$ cat config.mk
export PLATFORM = sky130hd
export DESIGN_NAME = uv_sphere_mesh_generator_core
export DESIGN_NICKNAME = d
export VERILOG_FILES = /design/src/design/uvs_pkg.sv /design/src/design/uv_sphere_mesh_generator_core.sv
export SDC_FILE = /design/constraint.sdc
export NUM_CORES = 2
export LEC_CHECK = 0
export ABC_CLOCK_PERIOD_IN_PS = 8000
export BUFFER_PORTS_ARGS = -buffer_cell sky130_fd_sc_hd__buf_2
export CAP_MARGIN = 20
export CORE_MARGIN = 4
export CORE_UTILIZATION = 64
export CTS_CLUSTER_DIAMETER = 120
export DETAILED_ROUTE_END_ITERATION = 10
export MAX_ROUTING_LAYER = met4
export PLACE_DENSITY = 0.88
export SKIP_CTS_REPAIR_TIMING = 1
export SLEW_MARGIN = 20
export SYNTH_ARGS = -nofsm -noshare
export SYNTH_HDL_FRONTEND = slang
export SYNTH_SLANG_ARGS = --single-unit
export TNS_END_PERCENT = 5
$ cat constraint.sdc
create_clock -name clk -period 8 [get_ports clk]
set_input_delay 0.4 -clock clk [delete_from_list [all_inputs] [get_ports clk]]
set_output_delay 0.4 -clock clk [all_outputs]
set_load 0.03 [all_outputs]
$ cat src/design/uvs_pkg.sv
// Shared constants, field widths and the rounding helper for the UV sphere core.
// Has no dependencies; every design file imports it.
package uvs_pkg;

    localparam logic MODE_VERTEX   = 1'b0;
    localparam logic MODE_TRIANGLE = 1'b1;

    localparam int IDX_W    = 7;
    localparam int RADIUS_W = 16;
    localparam int POS_W    = 17;
    localparam int NORM_W   = 16;
    localparam int TEX_W    = 15;
    localparam int CORNER_W = 7;

    localparam logic [RADIUS_W-1:0] RADIUS_RESET = 16'd256;
    localparam int                  ONE_Q14      = 16384;
    localparam logic [63:0]         PI_Q30       = 64'd3373259426;

    localparam logic [63:0] TAYLOR_DIV [8] = '{
        64'd6, 64'd20, 64'd42, 64'd72, 64'd110, 64'd156, 64'd210, 64'd272
    };

    // Drops 14 fraction bits, rounding to nearest with ties away from zero.
    function automatic logic signed [19:0] round_q14(input logic signed [33:0] v);
        logic signed [33:0] biased;
        biased = v + (v[33] ? 34'sd8191 : 34'sd8192);
        return 20'(biased >>> 14);
    endfunction

endpackage

$ cat src/design/uv_sphere_mesh_generator_core.sv
// UV sphere mesh element generator: one vertex or triangle word per request.
// done marks each word as it leaves the last stage; one word can start in every cycle.
// The six stages are: input capture, table lookup, sine-cosine multiply, round,
// radius multiply, round to output. busy is always low as the receiver cannot stall.
// Reset clears the stage valid bits and loads the radius with 1.0 (Q8.8).
// Depends on uvs_pkg for widths, constants and rounding.
module uv_sphere_mesh_generator_core #(
    parameter int SEGMENTS = 6
) (
    input  logic                                clk,
    input  logic                                rst_n,
    input  logic                                start,
    output logic                                busy,
    input  logic                                mode,
    input  logic [uvs_pkg::IDX_W-1:0]           item_index,
    input  logic                                cfg_we,
    input  logic [uvs_pkg::RADIUS_W-1:0]        cfg_wdata,
    output logic                                done,
    output logic signed [uvs_pkg::POS_W-1:0]    pos_x,
    output logic signed [uvs_pkg::POS_W-1:0]    pos_y,
    output logic signed [uvs_pkg::POS_W-1:0]    pos_z,
    output logic signed [uvs_pkg::NORM_W-1:0]   norm_x,
    output logic signed [uvs_pkg::NORM_W-1:0]   norm_y,
    output logic signed [uvs_pkg::NORM_W-1:0]   norm_z,
    output logic [uvs_pkg::TEX_W-1:0]           tex_s,
    output logic [uvs_pkg::TEX_W-1:0]           tex_t,
    output logic [uvs_pkg::CORNER_W-1:0]        corner_a,
    output logic [uvs_pkg::CORNER_W-1:0]        corner_b,
    output logic [uvs_pkg::CORNER_W-1:0]        corner_c,
    output logic                                bad_index
);
    import uvs_pkg::*;

    localparam int SEGS     = (SEGMENTS < 2) ? 2 : SEGMENTS;
    localparam int COLS_H   = 2 * SEGS;
    localparam int RING_W   = COLS_H + 1;
    localparam int NV       = 2 + (SEGS - 1) * RING_W;
    localparam int NT       = 2 * COLS_H * (SEGS - 1);
    localparam int MID      = 2 * COLS_H * (SEGS - 2);
    localparam int TRI_ROW  = 2 * COLS_H;
    localparam int SIN_D    = 2 * SEGS;
    localparam int SIN_WRAP = 2 * SIN_D;
    localparam int HALF_D   = SIN_D / 2;
    localparam int HALF_S   = SEGS / 2;
    localparam int RING_N   = SEGS + 1;
    localparam int COL_N    = COLS_H + 1;
    localparam int RING_B   = $clog2(RING_N);
    localparam int COL_B    = $clog2(COL_N);
    localparam int IDX_N    = 2 ** IDX_W;

    typedef struct packed {
        logic              bad;
        logic [RING_B-1:0] ring;
        logic [COL_B-1:0]  col;
    } vtx_info_t;

    typedef struct packed {
        logic                bad;
        logic [CORNER_W-1:0] a;
        logic [CORNER_W-1:0] b;
        logic [CORNER_W-1:0] c;
    } tri_info_t;

    typedef struct packed {
        logic signed [NORM_W-1:0] sin_v;
        logic signed [NORM_W-1:0] cos_v;
        logic [TEX_W-1:0]         tex;
    } angle_info_t;

    typedef vtx_info_t   [IDX_N-1:0]  vtx_tab_t;
    typedef tri_info_t   [IDX_N-1:0]  tri_tab_t;
    typedef angle_info_t [RING_N-1:0] ring_tab_t;
    typedef angle_info_t [COL_N-1:0]  col_tab_t;

    // Sine in Q1.14 of k steps of pi/SIN_D, from a Q30 Taylor series.
    function automatic logic signed [NORM_W-1:0] sin_q14(input int unsigned k_in);
        logic [63:0]        k;
        logic [63:0]        x;
        logic [63:0]        x2;
        logic [63:0]        term;
        logic signed [63:0] sum;
        logic               neg;
        k   = 64'(k_in % SIN_WRAP);
        neg = (k >= 64'(SIN_D));
        if (neg)
        begin
            k = k - 64'(SIN_D);
        end
        if (2 * k > 64'(SIN_D))
        begin
            k = 64'(SIN_D) - k;
        end
        x    = (k * PI_Q30 + 64'(HALF_D)) / SIN_D;
        x2   = (x * x) >> 30;
        term = x;
        sum  = $signed(x);
        for (int n = 1; n <= 8; n++)
        begin
            term = ((term * x2) >> 30) / TAYLOR_DIV[n - 1];
            if (n % 2 == 1)
            begin
                sum = sum - $signed(term);
            end
            else
            begin
                sum = sum + $signed(term);
            end
        end
        if (sum < 0)
        begin
            sum = 0;
        end
        sum = (sum + 64'sd32768) >>> 16;
        if (sum > ONE_Q14)
        begin
            sum = ONE_Q14;
        end
        return NORM_W'(neg ? -sum : sum);
    endfunction

    // Poles map to the outer rings with the middle column, where sine is zero.
    function automatic vtx_tab_t build_vtx_tab();
        vtx_tab_t t;
        for (int i = 0; i < IDX_N; i++)
        begin
            t[i] = '0;
            if (i >= NV)
            begin
                t[i].bad = 1'b1;
            end
            else if (i == 0)
            begin
                t[i].col = COL_B'(SEGS);
            end
            else if (i == NV - 1)
            begin
                t[i].ring = RING_B'(SEGS);
                t[i].col  = COL_B'(SEGS);
            end
            else
            begin
                t[i].ring = RING_B'((i - 1) / RING_W + 1);
                t[i].col  = COL_B'((i - 1) % RING_W);
            end
        end
        return t;
    endfunction

    function automatic tri_tab_t build_tri_tab();
        tri_tab_t t;
        int m;
        int j;
        int r;
        int i0;
        int k;
        for (int i = 0; i < IDX_N; i++)
        begin
            t[i] = '0;
            if (i >= NT)
            begin
                t[i].bad = 1'b1;
            end
            else if (i < COLS_H)
            begin
                t[i].b = CORNER_W'(1 + i);
                t[i].c = CORNER_W'(2 + i);
            end
            else if (i < COLS_H + MID)
            begin
                m  = i - COLS_H;
                j  = m / TRI_ROW;
                r  = m % TRI_ROW;
                i0 = 1 + j * RING_W + r / 2;
                if (r % 2 == 0)
                begin
                    t[i].a = CORNER_W'(i0);
                    t[i].b = CORNER_W'(i0 + RING_W);
                    t[i].c = CORNER_W'(i0 + 1);
                end
                else
                begin
                    t[i].a = CORNER_W'(i0 + 1);
                    t[i].b = CORNER_W'(i0 + RING_W);
                    t[i].c = CORNER_W'(i0 + RING_W + 1);
                end
            end
            else
            begin
                k      = i - COLS_H - MID;
                t[i].a = CORNER_W'(NV - 1);
                t[i].b = CORNER_W'(NV - 2 - k);
                t[i].c = CORNER_W'(NV - 3 - k);
            end
        end
        return t;
    endfunction

    function automatic ring_tab_t build_ring_tab();
        ring_tab_t t;
        for (int r = 0; r < RING_N; r++)
        begin
            t[r].sin_v = sin_q14(2 * r);
            t[r].cos_v = sin_q14(2 * r + SEGS);
            t[r].tex   = TEX_W'(((SEGS - r) * ONE_Q14 + HALF_S) / SEGS);
        end
        return t;
    endfunction

    function automatic col_tab_t build_col_tab();
        col_tab_t t;
        for (int c = 0; c < COL_N; c++)
        begin
            t[c].sin_v = sin_q14(2 * c);
            t[c].cos_v = sin_q14(2 * c + SEGS);
            t[c].tex   = TEX_W'((c * ONE_Q14 + SEGS) / COLS_H);
        end
        return t;
    endfunction

    localparam vtx_tab_t  VTX_TAB  = build_vtx_tab();
    localparam tri_tab_t  TRI_TAB  = build_tri_tab();
    localparam ring_tab_t RING_TAB = build_ring_tab();
    localparam col_tab_t  COL_TAB  = build_col_tab();

    logic [RADIUS_W-1:0] radius_reg;

    logic                v1_reg;
    logic                mode1_reg;
    logic [IDX_W-1:0]    idx1_reg;

    logic                     v2_reg;
    logic                     bad2_reg;
    logic signed [NORM_W-1:0] sin_th2_reg;
    logic signed [NORM_W-1:0] cos_th2_reg;
    logic signed [NORM_W-1:0] sin_ph2_reg;
    logic signed [NORM_W-1:0] cos_ph2_reg;
    logic [TEX_W-1:0]         tex_s2_reg;
    logic [TEX_W-1:0]         tex_t2_reg;
    tri_info_t                tri2_reg;

    logic                     v3_reg;
    logic                     bad3_reg;
    logic signed [31:0]       prod_x3_reg;
    logic signed [31:0]       prod_y3_reg;
    logic signed [NORM_W-1:0] nz3_reg;
    logic [TEX_W-1:0]         tex_s3_reg;
    logic [TEX_W-1:0]         tex_t3_reg;
    tri_info_t                tri3_reg;

    logic                     v4_reg;
    logic                     bad4_reg;
    logic signed [NORM_W-1:0] nx4_reg;
    logic signed [NORM_W-1:0] ny4_reg;
    logic signed [NORM_W-1:0] nz4_reg;
    logic [TEX_W-1:0]         tex_s4_reg;
    logic [TEX_W-1:0]         tex_t4_reg;
    tri_info_t                tri4_reg;

    logic                     v5_reg;
    logic                     bad5_reg;
    logic signed [32:0]       prod_x5_reg;
    logic signed [32:0]       prod_y5_reg;
    logic signed [32:0]       prod_z5_reg;
    logic signed [NORM_W-1:0] nx5_reg;
    logic signed [NORM_W-1:0] ny5_reg;
    logic signed [NORM_W-1:0] nz5_reg;
    logic [TEX_W-1:0]         tex_s5_reg;
    logic [TEX_W-1:0]         tex_t5_reg;
    tri_info_t                tri5_reg;

    logic                     done_reg;
    logic signed [POS_W-1:0]  pos_x_reg;
    logic signed [POS_W-1:0]  pos_y_reg;
    logic signed [POS_W-1:0]  pos_z_reg;
    logic signed [NORM_W-1:0] norm_x_reg;
    logic signed [NORM_W-1:0] norm_y_reg;
    logic signed [NORM_W-1:0] norm_z_reg;
    logic [TEX_W-1:0]         tex_s_reg;
    logic [TEX_W-1:0]         tex_t_reg;
    tri_info_t                tri_out_reg;
    logic                     bad_out_reg;

    vtx_info_t                vtx_info;
    tri_info_t                tri_info;
    angle_info_t              ring_info;
    angle_info_t              col_info;
    logic                     vert_ok;
    logic                     bad2_next;
    logic signed [NORM_W-1:0] sin_th2_next;
    logic signed [NORM_W-1:0] cos_th2_next;
    logic signed [NORM_W-1:0] sin_ph2_next;
    logic signed [NORM_W-1:0] cos_ph2_next;
    logic [TEX_W-1:0]         tex_s2_next;
    logic [TEX_W-1:0]         tex_t2_next;
    tri_info_t                tri2_next;
    logic signed [RADIUS_W:0] radius_s;

    assign busy     = 1'b0;
    assign radius_s = $signed({1'b0, radius_reg});

    always_comb
    begin
        vtx_info  = VTX_TAB[idx1_reg];
        tri_info  = TRI_TAB[idx1_reg];
        ring_info = RING_TAB[vtx_info.ring];
        col_info  = COL_TAB[vtx_info.col];
        vert_ok   = (mode1_reg == MODE_VERTEX) && !vtx_info.bad;
        bad2_next = (mode1_reg == MODE_VERTEX) ? vtx_info.bad : tri_info.bad;
        tri2_next = (mode1_reg == MODE_TRIANGLE) ? tri_info : '0;
        tri2_next.bad = 1'b0;
        sin_th2_next = vert_ok ? ring_info.sin_v : '0;
        cos_th2_next = vert_ok ? ring_info.cos_v : '0;
        tex_t2_next  = vert_ok ? ring_info.tex : '0;
        sin_ph2_next = vert_ok ? col_info.sin_v : '0;
        cos_ph2_next = vert_ok ? col_info.cos_v : '0;
        tex_s2_next  = vert_ok ? col_info.tex : '0;
    end

    always_ff @(posedge clk or negedge rst_n)
    begin
        if (!rst_n)
        begin
            radius_reg <= RADIUS_RESET;
            v1_reg     <= 1'b0;
            v2_reg     <= 1'b0;
            v3_reg     <= 1'b0;
            v4_reg     <= 1'b0;
            v5_reg     <= 1'b0;
            done_reg   <= 1'b0;
        end
        else
        begin
            if (cfg_we)
            begin
                radius_reg <= cfg_wdata;
            end
            v1_reg   <= start && !busy;
            v2_reg   <= v1_reg;
            v3_reg   <= v2_reg;
            v4_reg   <= v3_reg;
            v5_reg   <= v4_reg;
            done_reg <= v5_reg;
        end
    end

    always_ff @(posedge clk)
    begin
        mode1_reg <= mode;
        idx1_reg  <= item_index;

        bad2_reg    <= bad2_next;
        sin_th2_reg <= sin_th2_next;
        cos_th2_reg <= cos_th2_next;
        sin_ph2_reg <= sin_ph2_next;
        cos_ph2_reg <= cos_ph2_next;
        tex_s2_reg  <= tex_s2_next;
        tex_t2_reg  <= tex_t2_next;
        tri2_reg    <= tri2_next;

        bad3_reg    <= bad2_reg;
        prod_x3_reg <= sin_th2_reg * cos_ph2_reg;
        prod_y3_reg <= sin_th2_reg * sin_ph2_reg;
        nz3_reg     <= cos_th2_reg;
        tex_s3_reg  <= tex_s2_reg;
        tex_t3_reg  <= tex_t2_reg;
        tri3_reg    <= tri2_reg;

        bad4_reg   <= bad3_reg;
        nx4_reg    <= NORM_W'(round_q14(34'(prod_x3_reg)));
        ny4_reg    <= NORM_W'(round_q14(34'(prod_y3_reg)));
        nz4_reg    <= nz3_reg;
        tex_s4_reg <= tex_s3_reg;
        tex_t4_reg <= tex_t3_reg;
        tri4_reg   <= tri3_reg;

        bad5_reg    <= bad4_reg;
        prod_x5_reg <= radius_s * nx4_reg;
        prod_y5_reg <= radius_s * ny4_reg;
        prod_z5_reg <= radius_s * nz4_reg;
        nx5_reg     <= nx4_reg;
        ny5_reg     <= ny4_reg;
        nz5_reg     <= nz4_reg;
        tex_s5_reg  <= tex_s4_reg;
        tex_t5_reg  <= tex_t4_reg;
        tri5_reg    <= tri4_reg;

        bad_out_reg <= bad5_reg;
        pos_x_reg   <= POS_W'(round_q14(34'(prod_x5_reg)));
        pos_y_reg   <= POS_W'(round_q14(34'(prod_y5_reg)));
        pos_z_reg   <= POS_W'(round_q14(34'(prod_z5_reg)));
        norm_x_reg  <= nx5_reg;
        norm_y_reg  <= ny5_reg;
        norm_z_reg  <= nz5_reg;
        tex_s_reg   <= tex_s5_reg;
        tex_t_reg   <= tex_t5_reg;
        tri_out_reg <= tri5_reg;
    end

    assign done      = done_reg;
    assign pos_x     = pos_x_reg;
    assign pos_y     = pos_y_reg;
    assign pos_z     = pos_z_reg;
    assign norm_x    = norm_x_reg;
    assign norm_y    = norm_y_reg;
    assign norm_z    = norm_z_reg;
    assign tex_s     = tex_s_reg;
    assign tex_t     = tex_t_reg;
    assign corner_a  = tri_out_reg.a;
    assign corner_b  = tri_out_reg.b;
    assign corner_c  = tri_out_reg.c;
    assign bad_index = bad_out_reg;

    // Every accepted request produces its word, marked by done, at the end of the pipeline.
    assert property (@(posedge clk) disable iff (!rst_n)
        (start && !busy) |-> ##6 done)
        else $error("accepted request produced no result word");

    assert property (@(posedge clk) disable iff (!rst_n)
        (done && bad_index) |-> (pos_x == 0 && pos_y == 0 && pos_z == 0 &&
            norm_x == 0 && norm_y == 0 && norm_z == 0 && tex_s == 0 && tex_t == 0 &&
            corner_a == 0 && corner_b == 0 && corner_c == 0))
        else $error("out-of-range word carries nonzero fields");

    assert property (@(posedge clk) disable iff (!rst_n)
        (done && (corner_b != 0 || corner_c != 0)) |-> (pos_x == 0 && pos_y == 0 &&
            pos_z == 0 && norm_x == 0 && norm_y == 0 && norm_z == 0 &&
            tex_s == 0 && tex_t == 0))
        else $error("triangle word carries vertex fields");

    assert property (@(posedge clk) disable iff (!rst_n)
        (done && norm_x == 0 && norm_y == 0 && norm_z == 0) |->
            (pos_x == 0 && pos_y == 0 && pos_z == 0))
        else $error("zero normal gave a nonzero position");

endmodule
# Word level (Yosys, flattened, before mapping)
# Memories as Yosys holds them, arrays and structs flattened. A register that Yosys moved wholly into a read port is not among the register bits.
# Index checks and enable logic that the tools add are counted.
# op_classes
addsub	5
multipliers	5
n_div	0
magnitude_cmp	1
eq_ne	0
shifts	0
mux	8
bitwise_logic	1
reduce_logical	4
# ops
cell	n
multiplier 17 x 16 -> 33 bit	3
adder 31 x 15 -> 31 bit	3
2-to-1 mux 14 bit	5
multiplier 16 x 16 -> 32 bit	2
adder 30 x 15 -> 30 bit	2
2-to-1 mux 22 bit	1
less-than comparator 7 x 8 -> 1 bit (second input constant)	1
2-to-1 mux 8 bit	1
logical NOT 1 bit	3
logical AND 1 bit	1
2-to-1 mux 1 bit	1
inverter 1 bit	1
# word_totals
regBits	634
latchBits	0
ram_bits	0
mem_bits_ro	4968
input_bits	28
out_inout_bits	153
memories	4
# mem_list
memory	words	word_bits	read_ports	rd_ports_with_merged_regs	wr	line_no	source
(name not given)	128	22	1	1	0	uv_sphere_mesh_generator_core.sv:304	tri_info = TRI_TAB[idx1_reg];
(name not given)	128	8	1	1	0	uv_sphere_mesh_generator_core.sv:303	vtx_info = VTX_TAB[idx1_reg];
(name not given)	16	47	1	1	0	uv_sphere_mesh_generator_core.sv:306	col_info = COL_TAB[vtx_info.col];
(name not given)	8	47	1	1	0	uv_sphere_mesh_generator_core.sv:305	ring_info = RING_TAB[vtx_info.ring];

# Logic depth before layout (Yosys ltp)
# depth
word_depth	5
ltp_mapped	27
mapped_depth_nobuf	24

# Worst setup path before layout
# OpenSTA, ideal clock, no wires.
# synth_timing
path_kind	register to register
startpoint	reg radius_reg[7]
endpoint	reg prod_y5_reg[29]
arrival_time_ns	6.316
t_required_ns	7.928
slack_ns	1.611
stages_incl_launch_ff	25
n_path_buf	3
period_less_slack_ns	6.389
cell_sequence	dfrtp_1 clkbuf_1 clkbuf_1 clkbuf_1 nand2_1 fa_1 inv_1 fa_1 inv_1 fa_1 inv_1 fa_1 fa_1 inv_1 fa_1 inv_1 ha_1 a21o_1 a21oi_1 or3b_2 o211ai_1 nand3_1 a31o_2 a21oi_1 xnor2_1
# synth_via
elab_chain_cells	1
# synth_rtl
item	line_no	source
start, declared	uv_sphere_mesh_generator_core.sv:225	logic [RADIUS_W-1:0] radius_reg;
start signal, assigned	uv_sphere_mesh_generator_core.sv:335	radius_reg <= cfg_wdata;
multiplier 17 x 16 -> 33 bit	uv_sphere_mesh_generator_core.sv:378	prod_y5_reg <= radius_s * ny4_reg;
end signal, assigned	uv_sphere_mesh_generator_core.sv:378	
end, declared	uv_sphere_mesh_generator_core.sv:262	logic signed [32:0] prod_y5_reg;
# Every way passes these cells.
# A chain may end at the register's enable or synchronous reset.

# Worst setup path after layout
# layout_timing
startpoint	reg sin_th2_reg[12]
endpoint	reg prod_x3_reg[28]
# layout_via
elab_chain_cells	1
# layout_rtl
item	line_no	source
start, declared	uv_sphere_mesh_generator_core.sv:233	logic signed [NORM_W-1:0] sin_th2_reg;
multiplier 16 x 16 -> 32 bit	uv_sphere_mesh_generator_core.sv:361	prod_x3_reg <= sin_th2_reg * cos_ph2_reg;
end signal, assigned	uv_sphere_mesh_generator_core.sv:361	
end, declared	uv_sphere_mesh_generator_core.sv:243	logic signed [31:0] prod_x3_reg;
# Every way passes these cells.

==> summary.md <==
| Metric | Value |
|---|---|
| Outcome | completed |
| First-pass GRT wire length | about 190000 um |
| Crit end category | flop |
| Max-slew headroom | roughly a third |
| Non-Filler Instances | approximately 6400 |
| Pwr Density | about 240 nW/um2 |
| Post-synth ARST share | under 10% |
| Critical path class | flop to flop |
| Most frequent cell after synthesis | inv_1 |
| Hold WC Path Type | primary input to flop |
| Area Overhead vs Synth | 7.05% |
| FP Rows | 103 |
| TritonCTS Buffers | 57 |
| Reg-to-reg slack, setup | approximately 930 ps |
| Post-layout net count | 6736 |
| Per-cell routed wire length | 17.8 um |
| Number of flops mapped to enable cells by yosys | 0 |
| # clock sinks | between 500 and 600 |
| Synth Cell Area | between 50000 and 60000 um2 |
| Remaining Overflow, GRT | 0 |
| Syn Area/Cell | between 9 and 10 um2 |
| Total Routing Usage GR | between 20 and 30% |
| CP required | around 8500 ps |
| Initial DRC count | 2851 |
| Worst Setup Start Kind | flop |
| Hold depth | 2 |
| Combinational power share | 50.4% |
| WP data arrival | between 7000 and 8000 ps |
| Mapped Cells | roughly 5300 |
| # fillers | roughly 5700 |
| Vias in the first global route | 38800 |
| Most area-hungry cell type in the Yosys netlist | fa_1 |
| Largest net degree at the start of global routing | 74 |
| Synth Warn # | 0 |
| Synth top area share | between 20% and 30% |
| Crit path max fanout | 22 |
| Final HPWL DP | about 89000 um |
| CTS tree | done |
| Clock Skew | between 50 and 60 ps |
| FF-to-FF path depth | 21 |
| Worst VDD drop | roughly 430 uV |
| Inst Count DP | 6330 |
| Num ports | approximately 180 |
| Overall power | around 13000 uW |
| RR Endpoint | prod_x3_reg[28] |
| Placement Setup Slack | roughly 1000 ps |
| Pre-antenna DRT Iters | 6 |
| ANT nets after route | 0 |
| Die H | approximately 290 um |
| Final setup viols | 0 |
| Vias/cell | roughly 5.6 |
| GP Congestion | roughly 0.94 |
| Flop pwr share | 28.5% |
| Via count | 36200 |
| Inserted Diodes | 0 |
| Post-synth top cells | inv_1 (957), ha_1 (683), fa_1 (675) |
| Synthesized flop and latch total | between 500 and 600 |
| Reg2reg start | sin_th2_reg[12] |
| Setup TNS | 0 ps |
| # DRC | 0 |
| Internal | between 7000 and 8000 uW |
| Leak | roughly 0.029 uW |
| Starting Density | between 60 and 70% |
| Initial antenna violation count | 2 |
| Net Switching | 5420 uW |
| Worst-Skew Late Latency | ~660 ps |
| Chip Width | 290 um |
| Unrepaired setup endpoints after global routing | false |
| H-tree Lvls | 2 |
| Worst Hold End | radius_reg[5] |
| Hold_sp | cfg_wdata[5] |
| Switching share of power | between 40% and 50% |
| Final Util | around 70% |
| Main synth FF type | dfxtp_1 |
| Final period util | between 80 and 90% |
| Synth area leaders | fa_1 (26%), dfxtp_1 (21%), ha_1 (17%) |
| Cell variety after synth | roughly 90 |
| Sequential fraction of the synthesis area | 22.5% |
| Clock transition at the registers of the reported paths | approximately 70 ps |
| # port buffers | around 180 |
| Fin crit period | 7070 ps |
| Longest Clk Path Bufs | 3 |
| Core ar. | about 80000 um2 |
| Final hold vios | 0 |
| Final WS setup | roughly 930 ps |
| Fmax | roughly 140 MHz |
| Root Driver | clkbuf_16 |
| Maximum Capacitance Violations | 0 |
| Worst-Margin Slew | 975 ps |
| Clock group share of total power | 21.1% |
| Die Area | about 84000 um2 |
| Post-Route WL | roughly 110000 um |
| Share of cells above drive strength 1 | a little under 7% |
| Final Max Tran Viols | 0 |
-- logic make-up (layout without fill, tap and decap cells) --
family | count (synthesis) | after routing | share of synthesized area [%]
fa+ha+maj | 1360 | 1360 | 43.3
mux | 27 | 27 | 0.623
xor+xnor | 248 | 248 | 4.26
flops | 567 | 567 | 22.5
compound gates | 624 | 624 | 8.16
simple gates | 1272 | 1272 | 12.3
buf+inv | 1180 | 1286 | 8.93
other cells | 2 | 9 | 0.0147
-- critical path, cell delays in order (launching register included) --
cell and delay (ps):
dfxtp_1 780, nand2_1 520, inv_1 190, buf_4 250, ha_1 410, fa_1 580, inv_1 50, fa_1 490
inv_1 50, fa_1 500, fa_1 430, fa_1 500, inv_1 40, ha_1 350, a21o_1 180, a21o_1 180
or3_1 300, a311oi_1 390, o311ai_0 250, a31oi_1 200, o21bai_1 100, xor2_1 150
-- through the flow --
step	cell area, um2	hold WS [ps]
final	54600	20.2
after global routing	54600	4.61
after CTS	54500	-287
after detailed placement	52600	312
after global placement	52600	310
after floorplan	51100	104
-- power groups by stage --
| stage | Sequential (uW) | Combinational, uW | Clock (uW) |
|---|---|---|---|
| after floorplan | 3830 | 4840 | 0 |
| after global placement | 3720 | 6200 | 0 |
| after detailed placement | 3740 | 6500 | 0 |
| after CTS | 3690 | 6550 | 2810 |
| after global routing | 3750 | 7510 | 2910 |
| final | 3700 | 6550 | 2750 |
-- how the worst max path moves through the flow --
stage	end	cells after the start	from
after floorplan	prod_y5_reg[29]	24	radius_reg[7]
after CTS	prod_x3_reg[28]	21	sin_th2_reg[12]
after global placement	prod_x3_reg[28]	21	sin_th2_reg[12]
final	prod_x3_reg[28]	21	sin_th2_reg[12]
after detailed placement	prod_x3_reg[28]	21	sin_th2_reg[12]
after global routing	prod_x3_reg[28]	21	sin_th2_reg[12]
-- routing by layer --
metal	track usage [%]	wire length [um]	vias up
met5	-	0	-
met4	9.21	3710	0
met3	4.53	8200	291
met2	47.8	56800	1399
met1	35.5	46100	17800
li1	-	-	16800
-- layout make-up --
type | instances | area (um2) | area share [%]
Clock inverter | 26 | 379 | 0.694
Tap cell | 1050 | 1310 | 2.40
Timing Repair Buffer | 222 | 1250 | 2.28
Sequential cell | 567 | 11500 | 21.0
Multi-Input combinational cell | 3540 | 35000 | 64.1
Clock buffer | 76 | 1580 | 2.89
Inverter | 962 | 3610 | 6.61
-- layout by cell type (no fill, tap or decap), drive strengths merged, types with 41 or more instances in the layout --
cell type / n
nand3: 58
clkbuf: 76
o21ai: 112
and2: 350
nand2: 448
a21oi: 196
nor3: 50
xor2: 82
inv: 966
fa: 675
nand2b: 41
dfxtp: 545
a21o: 72
xnor2: 166
ha: 683
buf: 211
nor2: 191
Power figures use the tool's default switching activity.
